### src/bce_pkg.sv
// ----------------------------------------------------------------------------
// bce_pkg
// Shared types and constants for the Bezier curve evaluator.
// ----------------------------------------------------------------------------
package bce_pkg;

  localparam int unsigned CFG_ADDR_W = 3;
  localparam logic [CFG_ADDR_W-1:0] REG_CURVE_ORDER   = 3'd0;
  localparam logic [CFG_ADDR_W-1:0] REG_SEGMENT_COUNT = 3'd4;

  localparam logic OP_LOAD = 1'b0;
  localparam logic OP_EVAL = 1'b1;

  localparam logic [16:0] T_ONE = 17'd65536;

  // Commands from the controller to the datapath.
  typedef struct packed {
    logic start_term;   // set product to one, set up term k
    logic mul_step;     // one product multiply
    logic basis_step;   // scale product by the binomial coefficient
    logic mac_x;        // multiply-accumulate x
    logic mac_y;        // multiply-accumulate y
    logic clear_acc;    // clear both accumulators
    logic finish;       // round, saturate and present the result
    logic use_u;        // multiply by u instead of t
  } bce_cmd_t;

  // Rows 0 to 15 of Pascal's triangle, built once by additions.
  function automatic logic [15:0][15:0][13:0] pascal_rows();
    logic [15:0][15:0][13:0] tab;
    tab = '0;
    for (int n = 0; n < 16; n++) begin
      tab[n][0] = 14'd1;
      for (int k = 1; k <= n; k++) begin
        tab[n][k] = tab[n-1][k-1] + tab[n-1][k];
      end
    end
    return tab;
  endfunction

  // Constant table of C(n,k), indexed [n][k].
  localparam logic [15:0][15:0][13:0] BINOM_TAB = pascal_rows();

endpackage

### src/bce_control.sv
// ----------------------------------------------------------------------------
// bce_control
// Sequencer for evaluations and range errors over terms and multiply steps.
// ----------------------------------------------------------------------------
module bce_control (
  input  logic              clk,
  input  logic              rst_n,
  input  logic              go_eval,
  input  logic              go_err,
  input  logic [3:0]        order_n,
  output logic              busy,
  output logic [3:0]        term_k,
  output bce_pkg::bce_cmd_t cmd,
  output logic              strobe
);
  import bce_pkg::*;

  typedef enum logic [7:0] {
    S_IDLE  = 8'b0000_0001,
    S_TERM  = 8'b0000_0010,
    S_MUL   = 8'b0000_0100,
    S_BASIS = 8'b0000_1000,
    S_MACX  = 8'b0001_0000,
    S_MACY  = 8'b0010_0000,
    S_FIN   = 8'b0100_0000,
    S_OUT   = 8'b1000_0000
  } state_t;

  state_t state_r, state_nxt;
  logic [3:0] k_r, k_nxt, i_r, i_nxt;

  assign term_k = k_r;
  assign busy   = state_r != S_IDLE;

  always_comb begin
    state_nxt = state_r;
    k_nxt = k_r;
    i_nxt = i_r;
    cmd = '0;
    strobe = 1'b0;
    unique case (state_r)
      S_IDLE: begin
        k_nxt = '0;
        if (go_err) state_nxt = S_FIN;
        else if (go_eval) begin
          cmd.clear_acc = 1'b1;
          state_nxt = S_TERM;
        end
      end
      S_TERM: begin
        cmd.start_term = 1'b1;
        i_nxt = '0;
        state_nxt = (order_n == 4'd0) ? S_BASIS : S_MUL;
      end
      S_MUL: begin
        cmd.mul_step = 1'b1;
        cmd.use_u = i_r >= k_r;
        i_nxt = i_r + 4'd1;
        if (i_r + 4'd1 == order_n) state_nxt = S_BASIS;
      end
      S_BASIS: begin
        cmd.basis_step = 1'b1;
        state_nxt = S_MACX;
      end
      S_MACX: begin
        cmd.mac_x = 1'b1;
        state_nxt = S_MACY;
      end
      S_MACY: begin
        cmd.mac_y = 1'b1;
        if (k_r == order_n) state_nxt = S_FIN;
        else begin
          k_nxt = k_r + 4'd1;
          state_nxt = S_TERM;
        end
      end
      S_FIN: begin
        cmd.finish = 1'b1;
        cmd.mac_x = 1'b1;
        state_nxt = S_OUT;
      end
      S_OUT: begin
        strobe = 1'b1;
        state_nxt = S_IDLE;
      end
      default: state_nxt = S_IDLE;
    endcase
  end

  always_ff @(posedge clk) begin
    if (!rst_n) begin
      state_r <= S_IDLE;
      k_r <= '0;
      i_r <= '0;
    end else begin
      state_r <= state_nxt;
      k_r <= k_nxt;
      i_r <= i_nxt;
    end
  end

  a_strobe_once: assert property (@(posedge clk) disable iff (!rst_n)
    strobe |=> !strobe) else $error("strobe held");
  a_k_range: assert property (@(posedge clk) disable iff (!rst_n)
    busy |-> k_r <= order_n) else $error("term index past order");
  a_fin_out: assert property (@(posedge clk) disable iff (!rst_n)
    cmd.finish |=> strobe) else $error("finish not followed by result");
endmodule

### config.mk
export PLATFORM = sky130hd
export DESIGN_NAME = bce_control
export DESIGN_NICKNAME = d
export VERILOG_FILES = /design/src/bce_pkg.sv /design/src/bce_control.sv
export SDC_FILE = /design/constraint.sdc
export NUM_CORES = 1
export LEC_CHECK = 0
export BUFFER_PORTS_ARGS = -buffer_cell sky130_fd_sc_hd__buf_2
export CORE_ASPECT_RATIO = 1.2
export CORE_MARGIN = 5
export CORE_UTILIZATION = 40
export DETAILED_ROUTE_END_ITERATION = 8
export PLACE_DENSITY_LB_ADDON = 0.2
export SETUP_SLACK_MARGIN = 0.3
export SKIP_CTS_REPAIR_TIMING = 1
export SYNTH_ARGS = -nofsm -noshare
export SYNTH_HDL_FRONTEND = slang
export SYNTH_SLANG_ARGS = --single-unit
### constraint.sdc
create_clock -name clk -period 2.61 [get_ports clk]
set_clock_uncertainty 0.2 [all_clocks]
set_input_delay 0.522 -clock clk [delete_from_list [all_inputs] [get_ports clk]]
set_output_delay 0.522 -clock clk [all_outputs]
set_load 0.02 [all_outputs]
==> results.md <==
* Status: completed
* Pre-antenna DRT Iters at 4
* Average size of a mapped cell at 8.99 µm²
* Wire per inst at 13.2 µm
* Synth warnings at 0
* Library cells used by synthesis at 35
* Max_slew headroom at 0.614
* Max-slew violations at 0
* Largest fanout on the critical path at 3
* Tot Pwr at 0.000594 W
* Synthesized flop and latch total at 16
* Critical Path RT at 1.89 ns
* Final nets at 166
* Area of the core at 2480 µm²
* Cell Pwr Density at 415 nW/µm²
* Row count at 20
* RSZ-0062 raised after global routing: yes
* Leak Pwr at 0.604 nW
* Ant. Diodes at 0
* Multiplexer share of the synthesized area at 0.00994
* DR DRC count at 0
* # port buffers at 21
* Starting density of the core at 0.407
* Final ANT Viol Nets at 0
* I/O pins at 22
* Cell Area, Synth at 1010 µm²
* Maximum VDD drop at 0.225 mV
* Area leader, netlist: dfxtp_1
* Simple-Gate Fraction of Synth Area at 0.299
* GP Congestion at 0.820
* Clock Path Buffers at 2
* Clk slew on worst S/H paths at 0.10 ns
* Commonest non-fill, non-tap cell in the layout: buf_4
* CTS tree: yes
* Final worst-path cycle share at 0.907
* Max_cap viols at 0
* Total vias in the final route at 950
* Xor and xnor area share after synthesis at 0.113
* FMAX at 0.422 GHz
* Post-synth ARST share at 0
* DP HPWL at 1.77 mm
* Min-Delay Path Class: input pin to flop
* Setup CP Type: flop to primary output
* Compound-Gate Fraction of Synth Area at 0.147
* Total CTS buffers at 3
* Flop-to-flop setup slack at 0.55 ns
* CP arrival at 1.65 ns
* Setup TNS at 0 ns
* Storage cell area at 343 µm²
* Global-route wire length before repair at 3.80 mm
* Initial DRC count at 6
* Worst setup EP type: primary output
* Initial antenna violation count at 0
* Vias in the first global route at 907
* H-tree depth at 1
* Syn Nets at 126
* Multi-input logic area at 737 µm²
* Crit path launch type: flop
* Synth Flop Type: dfxtp_1
* Area growth syn-to-layout at 42.1%
* Largest family of logic cells by synthesized area: simple AND/OR/NAND/NOR gates
* GRT Util Overall at 0.133
* Die W at 55.8 µm
* Clk Latency, worst-skew pair at 0.28 ns
* Syn Inst Count at 112
* Share of post-route cells with drive strength above 1 at 0.430
* Number of flops mapped to enable cells by yosys at 0
* Final setup violation count at 0
* Fillers at 231
* Adder-Cell Fraction of Synth Area at 0.0745
* Vias per cell at 5.16
* Final Hold Vio Count at 0
* Ranking of synthesized cells by area: dfxtp_1 (32%), ha_1 (7.5%), nor2_1 (7.1%)
* Commonest non-fill, non-tap cells in the layout: buf_4 (19), nor2_1 (18), buf_2 (14), dfxtp_1 (8), xnor2_1 (7)
* Largest net degree at the start of global routing at 10
* Die area at 3630 µm²
* Clock Root Buffer: clkbuf_4
* Residual overflow from global routing at 0
* Sequential share of the synthesized area at 0.318
* Hold Path Cell Cnt at 2
* Reg2Reg Depth at 7
* Final wirelength at 2.43 mm
* CTS sink cnt at 16
* Slew @ Worst Pin at 0.577 ns
* Share of the synthesized area in the top cell type at 0.318
* Minimum clock period at 2.37 ns
* Die height at 65.0 µm
## synth_stat cells, types with 2 or more instances
cell,count
nor2_1,19
nand2_1,3
xor2_1,6
nor4b_1,2
nor4_1,3
nand2b_1,3
a22oi_1,2
a21oi_1,5
a21o_1,2
inv_1,8
nand3_1,4
xnor2_1,7
nor3_1,4
ha_1,6
nand4b_4,2
a211oi_1,2
dfxtp_1,16
## critical path, cell delays in order, from the launching register on
cell and delay [ns]:
dfxtp_2 0.37, inv_2 0.05, ha_4 0.20, nand2b_4 0.12
a21o_1 0.14, a21o_1 0.16, a21oi_2 0.11, nor2_1 0.05
buf_4 0.15
## area by class of cell
| class | count | share of cell area |
|---|---|---|
| clock buffer | 4 | 0.0253 |
| timing repair buffer | 35 | 0.164 |
| sequential | 16 | 0.240 |
| multi-input combinational | 87 | 0.515 |
| inverter | 9 | 0.0271 |
| tap | 33 | 0.0288 |
## state kept, by name, summed over array words and instances (netlist names)
register  count
state_r       8
term_k        4
i_r           4
## cells by family (layout without fill, tap and decap cells)
group / count (synthesis) / count (layout)
AND/OR/NAND/NOR: 48 / 48
buffers and inverters: 9 / 48
flip-flops: 16 / 16
adder cells (fa/ha/maj): 6 / 6
AO/OA/AOI/OAI: 19 / 19
multiplexers: 1 / 1
XOR/XNOR: 13 / 13
## final timing paths
| kind | startpoint | end |
|---|---|---|
| min reg2reg | i_r[3] | i_r[3] |
| max reg2reg | state_r[6] | i_r[0] |
| min | rst_n | state_r[7] |
| max | i_r[0] | cmd[0] |
## layer usage
| layer | up-vias | GRT usage | wire [µm] |
|---|---|---|---|
| li1 | 480 | - | - |
| met1 | 447 | 0.150 | 1070 |
| met2 | 18 | 0.232 | 1220 |
| met3 | 5 | 0.0359 | 101 |
| met4 | 0 | 0.0608 | 39 |
| met5 | - | 0 | 0 |
## power by group
part | leakage, nW | internal [W] | switching [W]
clock network | 0.0210 | 0.0000849 | 0.0000791
logic | 0.448 | 0.0000779 | 0.0000908
registers | 0.135 | 0.000247 | 0.0000148
total | 0.604 | 0.000410 | 0.000185
## through the flow
| step | worst slack [ns] | util | cells | cell area (µm²) | hold WS [ns] |
|---|---|---|---|---|---|
| 3_5_place_dp | 0.363 | 0.474 | 168 | 1170 | 0.316 |
| 3_3_place_gp | 0.397 | 0.474 | 168 | 1170 | 0.328 |
| 2_1_floorplan | 0.315 | - | 112 | 1010 | 0.285 |
| 5_1_grt | 0.134 | 0.578 | 184 | 1430 | 0.317 |
| 6_report | 0.242 | 0.578 | 184 | 1430 | 0.321 |
| 4_1_cts | 0.0311 | 0.489 | 172 | 1210 | 0.325 |
(Power assumes the default switching activity.)
